## src/aars_pkg.sv

```systemverilog
// Package with types, decode codes and helpers for the address reference scanner.
package aars_pkg;

  localparam int unsigned RegCount = 32;
  localparam int unsigned RegIdxW  = $clog2(RegCount);

  localparam logic [1:0] CfgTarget     = 2'd0;
  localparam logic [1:0] CfgOccurrence = 2'd1;
  localparam logic [1:0] CfgImageBase  = 2'd2;

  typedef enum logic [2:0] {
    OpNone,
    OpAdrp,
    OpAddImm,
    OpLdrUoff,
    OpAdr,
    OpLdrLit,
    OpSkip
  } op_e;

  // Classified beat passed from the front end to the back end.
  typedef struct packed {
    op_e                  op;
    logic [RegIdxW-1:0]   rd;
    logic [RegIdxW-1:0]   rn;
    logic [63:0]          imm;     // value added to the base (rn or offset)
    logic [31:0]          off;     // aligned offset
    logic                 start;
    logic                 last;
  } dec_t;

  typedef struct packed {
    logic        found;
    logic [63:0] ref_address;
  } res_t;

endpackage

```

## src/aars_if.sv

```systemverilog
// Valid/ready channel interfaces for instruction and result beats.
interface aars_in_if;
  logic        valid;
  logic        ready;
  logic [31:0] instr_word;
  logic [31:0] instr_offset;
  logic        scan_start;
  logic        scan_last;
  modport source (output valid, instr_word, instr_offset, scan_start, scan_last, input ready);
  modport sink (input valid, instr_word, instr_offset, scan_start, scan_last, output ready);
endinterface

interface aars_out_if;
  logic        valid;
  logic        ready;
  logic        found;
  logic [63:0] ref_address;
  modport source (output valid, found, ref_address, input ready);
  modport sink (input valid, found, ref_address, output ready);
endinterface

```

## src/aars_front.sv

```systemverilog
// Front end: accepts instruction beats, decodes them and pushes them into a queue.
module aars_front
  import aars_pkg::*;
(
  input  logic     clk_i,
  input  logic     rst_ni,
  aars_in_if.sink  in_if,
  output logic     q_valid_o,
  output dec_t     q_data_o,
  input  logic     q_pop_i
);

  localparam int unsigned Depth = 2;

  dec_t        fifo_q [Depth];
  logic        wptr_q, rptr_q;
  logic [1:0]  cnt_q;
  dec_t        dec;
  logic [31:0] w;
  logic [63:0] adr_imm;
  logic        push;

  assign w = in_if.instr_word;
  assign adr_imm = {{43{w[23]}}, w[23:5], w[30:29]};

  always_comb begin
    dec       = '0;
    dec.rd    = w[4:0];
    dec.rn    = w[9:5];
    dec.off   = {in_if.instr_offset[31:2], 2'b00};
    dec.start = in_if.scan_start;
    dec.last  = in_if.scan_last;
    dec.op    = OpNone;
    dec.imm   = '0;
    if ((w & 32'h9F00_0000) == 32'h9000_0000) begin
      dec.op  = OpAdrp;
      dec.imm = {adr_imm[51:0], 12'h000};
    end else if ((w & 32'hFF00_0000) == 32'h9100_0000) begin
      if (w[23]) begin
        dec.op = OpSkip;
      end else begin
        dec.op  = OpAddImm;
        dec.imm = w[22] ? {40'd0, w[21:10], 12'h000} : {52'd0, w[21:10]};
      end
    end else if ((w & 32'hF9C0_0000) == 32'hF940_0000) begin
      if (w[21:10] == 12'd0) begin
        dec.op = OpSkip;
      end else begin
        dec.op  = OpLdrUoff;
        dec.imm = {49'd0, w[21:10], 3'b000};
      end
    end else if ((w & 32'h9F00_0000) == 32'h1000_0000) begin
      dec.op  = OpAdr;
      dec.imm = adr_imm;
    end else if ((w & 32'hFF00_0000) == 32'h5800_0000) begin
      dec.op  = OpLdrLit;
      dec.imm = {43'd0, w[23:5], 2'b00};
    end
  end

  assign in_if.ready = (cnt_q != 2'(Depth));
  assign push        = in_if.valid && in_if.ready;
  assign q_valid_o   = (cnt_q != 2'd0);
  assign q_data_o    = fifo_q[rptr_q];

  always_ff @(posedge clk_i) begin
    if (push) begin
      fifo_q[wptr_q] <= dec;
    end
  end

  always_ff @(posedge clk_i or negedge rst_ni) begin
    if (!rst_ni) begin
      wptr_q <= 1'b0;
      rptr_q <= 1'b0;
      cnt_q  <= 2'd0;
    end else begin
      if (push) begin
        wptr_q <= ~wptr_q;
      end
      if (q_pop_i) begin
        rptr_q <= ~rptr_q;
      end
      cnt_q <= cnt_q + 2'(push) - 2'(q_pop_i);
    end
  end

`ifndef SYNTHESIS
  a_no_overflow: assert property (@(posedge clk_i) disable iff (!rst_ni)
    cnt_q <= 2'(Depth)) else $error("queue overflow");
  a_no_underflow: assert property (@(posedge clk_i) disable iff (!rst_ni)
    q_pop_i |-> cnt_q != 2'd0) else $error("pop from empty queue");
  a_full_stall: assert property (@(posedge clk_i) disable iff (!rst_ni)
    cnt_q == 2'(Depth) |-> !in_if.ready) else $error("ready while full");
`endif

endmodule

```

## src/aars_back.sv

```systemverilog
// Back end: tracked register file update, target compare, match count and result register.
module aars_back
  import aars_pkg::*;
(
  input  logic        clk_i,
  input  logic        rst_ni,
  input  logic        q_valid_i,
  input  dec_t        q_data_i,
  output logic        q_pop_o,
  input  logic [63:0] target_i,
  input  logic [15:0] occurrence_i,
  input  logic [63:0] image_base_i,
  aars_out_if.source  out_if
);

  logic [63:0]  regs_q [RegCount];
  logic [RegCount-1:0] vld_q;   // cleared entries read as zero
  logic [RegCount-1:0] vld_d;
  logic [15:0]  count_q, count_d;
  logic         done_q, done_d;
  logic         out_valid_q, out_valid_d;
  res_t         res_q;

  dec_t         d;
  logic         done_eff;
  logic [63:0]  rn_val, rd_old, base, new_val, rd_val, what;
  logic         writes, compare, hit, matched;
  logic [15:0]  count_eff;

  assign d = q_data_i;
  // Output register may be refilled when empty or drained this cycle.
  assign q_pop_o = q_valid_i && (!out_valid_q || out_if.ready);

  always_comb begin
    done_eff  = d.start ? 1'b0 : done_q;
    count_eff = d.start ? 16'd1 : count_q;
    rn_val    = (!d.start && vld_q[d.rn]) ? regs_q[d.rn] : 64'd0;
    rd_old    = (!d.start && vld_q[d.rd]) ? regs_q[d.rd] : 64'd0;
    writes    = 1'b1;
    compare   = 1'b1;
    case (d.op)
      OpAdrp:                base = {32'd0, d.off[31:12], 12'h000};
      OpAddImm, OpLdrUoff:   base = rn_val;
      OpAdr, OpLdrLit:       base = {32'd0, d.off};
      OpSkip: begin
        base    = 64'd0;
        writes  = 1'b0;
        compare = 1'b0;
      end
      default: begin
        base   = 64'd0;
        writes = 1'b0;
      end
    endcase
    new_val = base + d.imm;
    rd_val  = writes ? new_val : rd_old;
    what    = ((target_i & image_base_i) != 64'd0) ? target_i - image_base_i : target_i;
    matched = compare && (rd_val == what);
    hit     = matched && (count_eff == occurrence_i);
  end

  // Next state of the scan bookkeeping and the result valid flag.
  always_comb begin
    vld_d       = vld_q;
    count_d     = count_q;
    done_d      = done_q;
    out_valid_d = out_valid_q && !out_if.ready;
    if (q_pop_o) begin
      if (d.start) begin
        vld_d   = '0;
        count_d = 16'd1;
        done_d  = 1'b0;
      end
      if (!done_eff) begin
        if (writes) begin
          vld_d[d.rd] = 1'b1;
        end
        if (matched && !hit && count_eff != 16'hFFFF) begin
          count_d = count_eff + 16'd1;
        end
        if (hit || d.last) begin
          done_d      = 1'b1;
          out_valid_d = 1'b1;
        end
      end
    end
  end

  always_ff @(posedge clk_i) begin
    if (q_pop_o && !done_eff && writes) begin
      regs_q[d.rd] <= new_val;
    end
    if (q_pop_o && !done_eff && (hit || d.last)) begin
      res_q.found       <= hit;
      res_q.ref_address <= {32'd0, d.off} + (hit ? 64'd0 : 64'd4) + image_base_i;
    end
  end

  always_ff @(posedge clk_i or negedge rst_ni) begin
    if (!rst_ni) begin
      vld_q       <= '0;
      count_q     <= 16'd1;
      done_q      <= 1'b0;
      out_valid_q <= 1'b0;
    end else begin
      vld_q       <= vld_d;
      count_q     <= count_d;
      done_q      <= done_d;
      out_valid_q <= out_valid_d;
    end
  end

  assign out_if.valid       = out_valid_q;
  assign out_if.found       = res_q.found;
  assign out_if.ref_address = res_q.ref_address;

`ifndef SYNTHESIS
  a_hold: assert property (@(posedge clk_i) disable iff (!rst_ni)
    out_valid_q && !out_if.ready |=> out_valid_q && $stable(res_q))
    else $error("result lost under stall");
  a_done_after: assert property (@(posedge clk_i) disable iff (!rst_ni)
    $rose(out_valid_q) |-> done_q) else $error("result without done");
  a_count_nonzero: assert property (@(posedge clk_i) disable iff (!rst_ni)
    count_q != 16'd0) else $error("match count wrapped");
`endif

endmodule

```

## src/arm64_address_reference_scan.sv

```systemverilog
// Top level of the AArch64 address reference scanner.
//
// Instruction beats enter on in_if (word, file offset, scan start and last
// flags); result beats leave on out_if (found flag and reference address).
// Configuration registers (target address, occurrence, image base) are
// written through cfg_we_i / cfg_idx_i / cfg_data_i only while the block is
// idle; the user must keep to this, as the block does not enforce it. The
// front end decodes each beat in the cycle it is accepted and places it in a
// two-entry queue. The back end reads the tracked register file, adds the
// immediate, compares with the base-adjusted target and writes back, so one
// beat is retired per cycle while the output register is empty or drained.
// A stalled output holds its result register; the back end then stops and
// the queue fills, after which in_if.ready drops. Reset empties the queue,
// clears the tracked registers through per-entry valid bits, sets the match
// count to one and restores the configuration reset values.
module arm64_address_reference_scan
  import aars_pkg::*;
(
  input  logic        clk_i,
  input  logic        rst_ni,
  aars_in_if.sink     in_if,
  aars_out_if.source  out_if,
  input  logic        cfg_we_i,
  input  logic [1:0]  cfg_idx_i,
  input  logic [63:0] cfg_data_i
);

  logic [63:0] target_q, image_base_q;
  logic [15:0] occurrence_q;
  logic        q_valid, q_pop;
  dec_t        q_data;

  // Configuration writes; indexes past the list are ignored.
  always_ff @(posedge clk_i or negedge rst_ni) begin
    if (!rst_ni) begin
      target_q     <= 64'd0;
      occurrence_q <= 16'd1;
      image_base_q <= 64'd0;
    end else if (cfg_we_i) begin
      case (cfg_idx_i)
        CfgTarget:     target_q     <= cfg_data_i;
        CfgOccurrence: occurrence_q <= cfg_data_i[15:0];
        CfgImageBase:  image_base_q <= cfg_data_i;
        default: ;
      endcase
    end
  end

  aars_front u_front (
    .clk_i     (clk_i),
    .rst_ni    (rst_ni),
    .in_if     (in_if),
    .q_valid_o (q_valid),
    .q_data_o  (q_data),
    .q_pop_i   (q_pop)
  );

  aars_back u_back (
    .clk_i        (clk_i),
    .rst_ni       (rst_ni),
    .q_valid_i    (q_valid),
    .q_data_i     (q_data),
    .q_pop_o      (q_pop),
    .target_i     (target_q),
    .occurrence_i (occurrence_q),
    .image_base_i (image_base_q),
    .out_if       (out_if)
  );

endmodule
```

## src/flat_wrapper.sv

```systemverilog
// flat-port wrapper written by rule: the top's interface ports become plain ports
module arm64_address_reference_scan_flat import aars_pkg::*;
  (clk_i, rst_ni, cfg_we_i, cfg_idx_i, cfg_data_i, in_if_valid, in_if_instr_word, in_if_instr_offset, in_if_scan_start, in_if_scan_last, in_if_ready, out_if_valid, out_if_found, out_if_ref_address, out_if_ready);
  aars_in_if in_if_i ();
  aars_out_if out_if_i ();
  input  logic clk_i;
  input  logic rst_ni;
  input  logic cfg_we_i;
  input  logic [1:0] cfg_idx_i;
  input  logic [63:0] cfg_data_i;
  input wire logic [$bits(in_if_i.valid)-1:0] in_if_valid;
  input wire logic [$bits(in_if_i.instr_word)-1:0] in_if_instr_word;
  input wire logic [$bits(in_if_i.instr_offset)-1:0] in_if_instr_offset;
  input wire logic [$bits(in_if_i.scan_start)-1:0] in_if_scan_start;
  input wire logic [$bits(in_if_i.scan_last)-1:0] in_if_scan_last;
  output wire logic [$bits(in_if_i.ready)-1:0] in_if_ready;
  output wire logic [$bits(out_if_i.valid)-1:0] out_if_valid;
  output wire logic [$bits(out_if_i.found)-1:0] out_if_found;
  output wire logic [$bits(out_if_i.ref_address)-1:0] out_if_ref_address;
  input wire logic [$bits(out_if_i.ready)-1:0] out_if_ready;
  assign in_if_i.valid = in_if_valid;
  assign in_if_i.instr_word = in_if_instr_word;
  assign in_if_i.instr_offset = in_if_instr_offset;
  assign in_if_i.scan_start = in_if_scan_start;
  assign in_if_i.scan_last = in_if_scan_last;
  assign in_if_ready = in_if_i.ready;
  assign out_if_valid = out_if_i.valid;
  assign out_if_found = out_if_i.found;
  assign out_if_ref_address = out_if_i.ref_address;
  assign out_if_i.ready = out_if_ready;
  arm64_address_reference_scan u_core (.clk_i(clk_i), .rst_ni(rst_ni), .in_if(in_if_i), .out_if(out_if_i), .cfg_we_i(cfg_we_i), .cfg_idx_i(cfg_idx_i), .cfg_data_i(cfg_data_i));
endmodule
```

## config.mk

```make
export PLATFORM = sky130hd
export DESIGN_NAME = arm64_address_reference_scan_flat
export DESIGN_NICKNAME = d
export VERILOG_FILES = /design/src/aars_pkg.sv /design/src/aars_if.sv /design/src/aars_front.sv /design/src/aars_back.sv /design/src/arm64_address_reference_scan.sv /design/src/flat_wrapper.sv
export SDC_FILE = /design/constraint.sdc
export NUM_CORES = 2
export LEC_CHECK = 0
export BUFFER_PORTS_ARGS = -buffer_cell sky130_fd_sc_hd__buf_2
export CAP_MARGIN = 10
export CELL_PAD_IN_SITES_DETAIL_PLACEMENT = 0
export CELL_PAD_IN_SITES_GLOBAL_PLACEMENT = 2
export CORE_ASPECT_RATIO = 1.2
export CORE_MARGIN = 4
export CORE_UTILIZATION = 33
export DETAILED_ROUTE_END_ITERATION = 8
export HOLD_SLACK_MARGIN = 0.08
export PLACE_DENSITY = 0.59
export SYNTH_ARGS = -nofsm -noshare
export SYNTH_HDL_FRONTEND = slang
export SYNTH_HIERARCHICAL = 1
export SYNTH_SLANG_ARGS = --single-unit
```

## constraint.sdc

```tcl
create_clock -name clk_i -period 23.9 [get_ports clk_i]
set_clock_uncertainty 0.05 [all_clocks]
set_input_delay 4.78 -clock clk_i [delete_from_list [all_inputs] [get_ports clk_i]]
set_output_delay 4.78 -clock clk_i [all_outputs]
set_load 0.03 [all_outputs]
```

==> key figures <==
Run status
  • Run status: complete, no violations

Clocking
  • Hold_buf cts: 0
  • Clock sink total: ~2500
  • CTS buffer count: ~270
  • Clk root buf: clkbuf_16
  • H-tree depth: 5
  • Post-CTS Setup Bufs: 0
  • Post-CTS Resized: 0
  • Max clock buf depth: 4
  • Clock-pin slew on the worst setup and hold paths: 0.06 ns
  • Skew-Pair Late Insertion Delay: ~0.88 ns
  • CTS tree: done

Global route
  • Number of global-route vias before repair: 79901
  • Largest net degree at the start of global routing: about 120
  • Initial antenna violation count: 15
  • First-pass GRT wire length: 639000 um
  • GRT Overall Usage: 0.233
  • Congestion Overflow GR: 0

Logic synthesis
  • Ranking of synthesized cells by area: edfxtp_1 55%, mux4_2 18%, dfrtp_1 3.9%
  • Synth Flop Type: edfxtp_1
  • Async set-reset flop share out of synthesis: 0.0803
  • Sequential area share after synthesis: 0.586
  • Post-Syn Instances: approximately 7600
  • Most instantiated library cell after synthesis: edfxtp_1
  • Synth Warn #: 6
  • Post-synth EDFFs: about 2300
  • Synthesized flop and latch total: 2467
  • Synth cell count leaders: 2269 x edfxtp_1, 1016 x mux4_2, 354 x mux2i_1
  • Top-area cell type share of the netlist area: 0.547
  • Largest area contributor in the netlist: edfxtp_1
  • Cell variety after synth: ~120
  • Cell Area, Synth: 0.125 mm2
  • Syn Area/Cell: about 16 um2

Setup path
  • Crit Path Max Fanout: 50
  • Worst-path cell with the longest stage delay: mux2i_1
  • Critical path launch point type: flip-flop
  • Worst setup EP type: flip-flop
  • Critical Path Max Stage Delay: 0.89 ns
  • Reg2reg start: u_core/u_front/rptr_q
  • R2R setup slack: between 6 and 7 ns
  • WP data arrival: between 15 and 20 ns
  • Crit path from: u_core/u_front/rptr_q
  • Worst Path Required: approximately 24 ns
  • RR Endpoint: u_core/u_back/out_if.ref_address[61]
  • Critical Path Sink: u_core/u_back/out_if.ref_address[61]
  • R2R cell count: 40
  • Crit Path Category: reg2reg

Run
  • MaxCap Viol Count: 0

Hold path
  • HP Start: u_core/u_back/vld_q[10]
  • Worst min path class: reg2reg

Timing
  • RSZ-0062 raised after global routing: no
  • # setup viols final: 0
  • Setup TNS: 0 ns
  • Tcrit/Tclk final: 0.741
  • Relative slew slack: 0.140
  • WHS: approximately 0.45 ns
  • Fin. Hold Viols: 0
  • Fmax: ~0.056 GHz
  • Final slew viol count: 0
  • Worst slew pin tran: around 1.3 ns
  • Min Tclk post-route: about 18 ns

Power
  • NetSw: roughly 0.0078 W
  • Clock power share: 0.214
  • Overall power: 0.0196 W
  • Comb pwr share: 0.454
  • Reg power frac: 0.331
  • Sw Ratio: 0.396
  • Max VDD drop: ~110 uV
  • Power per standard cell area: between 100 and 150 mW/mm2
  • Pint: approximately 0.012 W
  • Leak: 47.7 nW

Die
  • Die W: about 570 um
  • Die Y: about 680 um
  • Core ar.: 0.375 mm2
  • Cell Rows: 246
  • Initial Util: 0.332
  • Die area: approximately 0.39 mm2
  • Io pins: between 200 and 250

Finish
  • Layout net count: between 8000 and 9000
  • Syn-to-layout area delta: 13.3%
  • Share of cells above drive strength 1: 0.284

Routing
  • DR pass1 iterations: 6
  • Routed len/inst: ~36 um
  • Via/cell ratio: around 6.0
  • DRC viols: 0
  • Initial DRC count: 8205
  • Antenna Nets Post-Route: 0
  • Final wirelength: about 460000 um
  • Via count: slightly below 80000

Place
  • Port bufs: 201
  • HPWL after detailed placement: between 200000 and 300000 um
  • Final GP Congestion: 0.866
worst min-delay path by stage:
stage	to	slack [ns]	cells after the start
after floorplan	u_core/u_front/cnt_q[1]	0.41	1
after global placement	u_core/u_back/vld_q[31]	0.43	1
after detailed placement	u_core/u_back/vld_q[16]	0.43	1
after CTS	u_core/u_back/vld_q[10]	0.45	1
after global routing	u_core/u_back/vld_q[22]	0.47	1
final	u_core/u_back/vld_q[10]	0.45	1
routing by layer:
| metal | vias up | global-route usage | share of wire |
|---|---|---|---|
| li1 | 31814 | - | - |
| met1 | 42023 | 0.299 | 0.40 |
| met2 | 3151 | 0.403 | 0.50 |
| met3 | 720 | 0.0396 | 0.068 |
| met4 | 2 | 0.0732 | 0.035 |
| met5 | - | 0 | 0.000028 |
power groups by stage:
stage | Combinational [W] | Sequential [W] | Clock [W]
final | 0.00891 | 0.00650 | 0.00421
after global routing | 0.00944 | 0.00654 | 0.00449
after CTS | 0.00892 | 0.00651 | 0.00431
after detailed placement | 0.00890 | 0.00660 | 0
after global placement | 0.00882 | 0.00657 | 0
after floorplan | 0.00536 | 0.00669 | 0
logic make-up after synthesis:
kind of cell / share of synthesized area
other: 0.0000301
adder cells (fa/ha/maj): 0.0263
flip-flops: 0.586
AND/OR/NAND/NOR: 0.0484
XOR/XNOR: 0.0156
AO/OA/AOI/OAI: 0.0647
buffers and inverters: 0.0249
multiplexers: 0.234
area by class of cell:
cell class                      count  area (um2)
Multi-Input combinational cell   4477       49500
Antenna cell                       10        25.0
Sequential cell                  2467       73100
Clock buffer                      345        7360
Fill cell                       34787      234000
Clock inverter                    133        1310
Inverter                          114         435
Timing Repair Buffer              475        3250
Tap cell                         4960        6210
flip-flops by register name (all words and copies together) (netlist names):
register and cells:
u_core/u_back/out_if.valid 1, u_core/u_front/wptr_q 1, u_core/u_back/done_q 1, u_core/u_back/out_if.ref_address 64, u_core/u_back/out_if.found 1, u_core/target_q 64, u_core/u_front/rptr_q 1, u_core/u_front/cnt_q 2
u_core/u_back/vld_q 32, u_core/u_back/regs_q 2048, u_core/occurrence_q 16, u_core/u_front/fifo_q 156, u_core/u_back/count_q 16, u_core/image_base_q 64
through the flow:
step | worst slack [ns] | std cells | utilization | cell area [um2]
5_1_grt | 5.21 | 12975 | 0.376 | 141000
3_3_place_gp | 5.80 | 12488 | 0.353 | 132000
2_1_floorplan | 11.23 | 7591 | - | 125000
3_5_place_dp | 5.82 | 12488 | 0.353 | 132000
6_report | 6.19 | 12981 | 0.376 | 141000
4_1_cts | 5.74 | 12966 | 0.376 | 141000
cells in the final DEF, fill, tap and decap left out, types with 26 or more instances in the layout:
cell,count
a211oi_1,36
inv_1,111
buf_2,200
and3_1,27
clkinv_1,45
xnor2_1,118
o22ai_1,173
nand3_1,91
mux4_2,1016
nor3_1,91
a22oi_1,167
a21o_1,111
clkbuf_1,57
buf_4,259
clkbuf_16,283
mux2i_1,354
dfrtp_1,195
a31oi_1,31
nand2b_1,26
edfxtp_1,2269
o21a_1,36
o21ai_0,157
o31ai_1,27
nor2b_1,34
nor2_1,262
nor3_2,35
clkinv_2,39
nor4_1,82
xor2_1,46
nand2_1,295
ha_1,256
mux2_2,228
a21oi_1,250
nand4_1,95
critical path, delay by kind of cell, from the launching register on:
| kind | cells | cell delay, ns |
|---|---|---|
| mux | 4 | 2.65 |
| simple gates | 10 | 4.76 |
| fa+ha+maj | 3 | 0.86 |
| compound gates | 15 | 5.52 |
| xor+xnor | 3 | 0.43 |
| flops | 1 | 0.77 |
| buf+inv | 5 | 2.04 |
No activity file was read; power rests on OpenSTA's default activity.
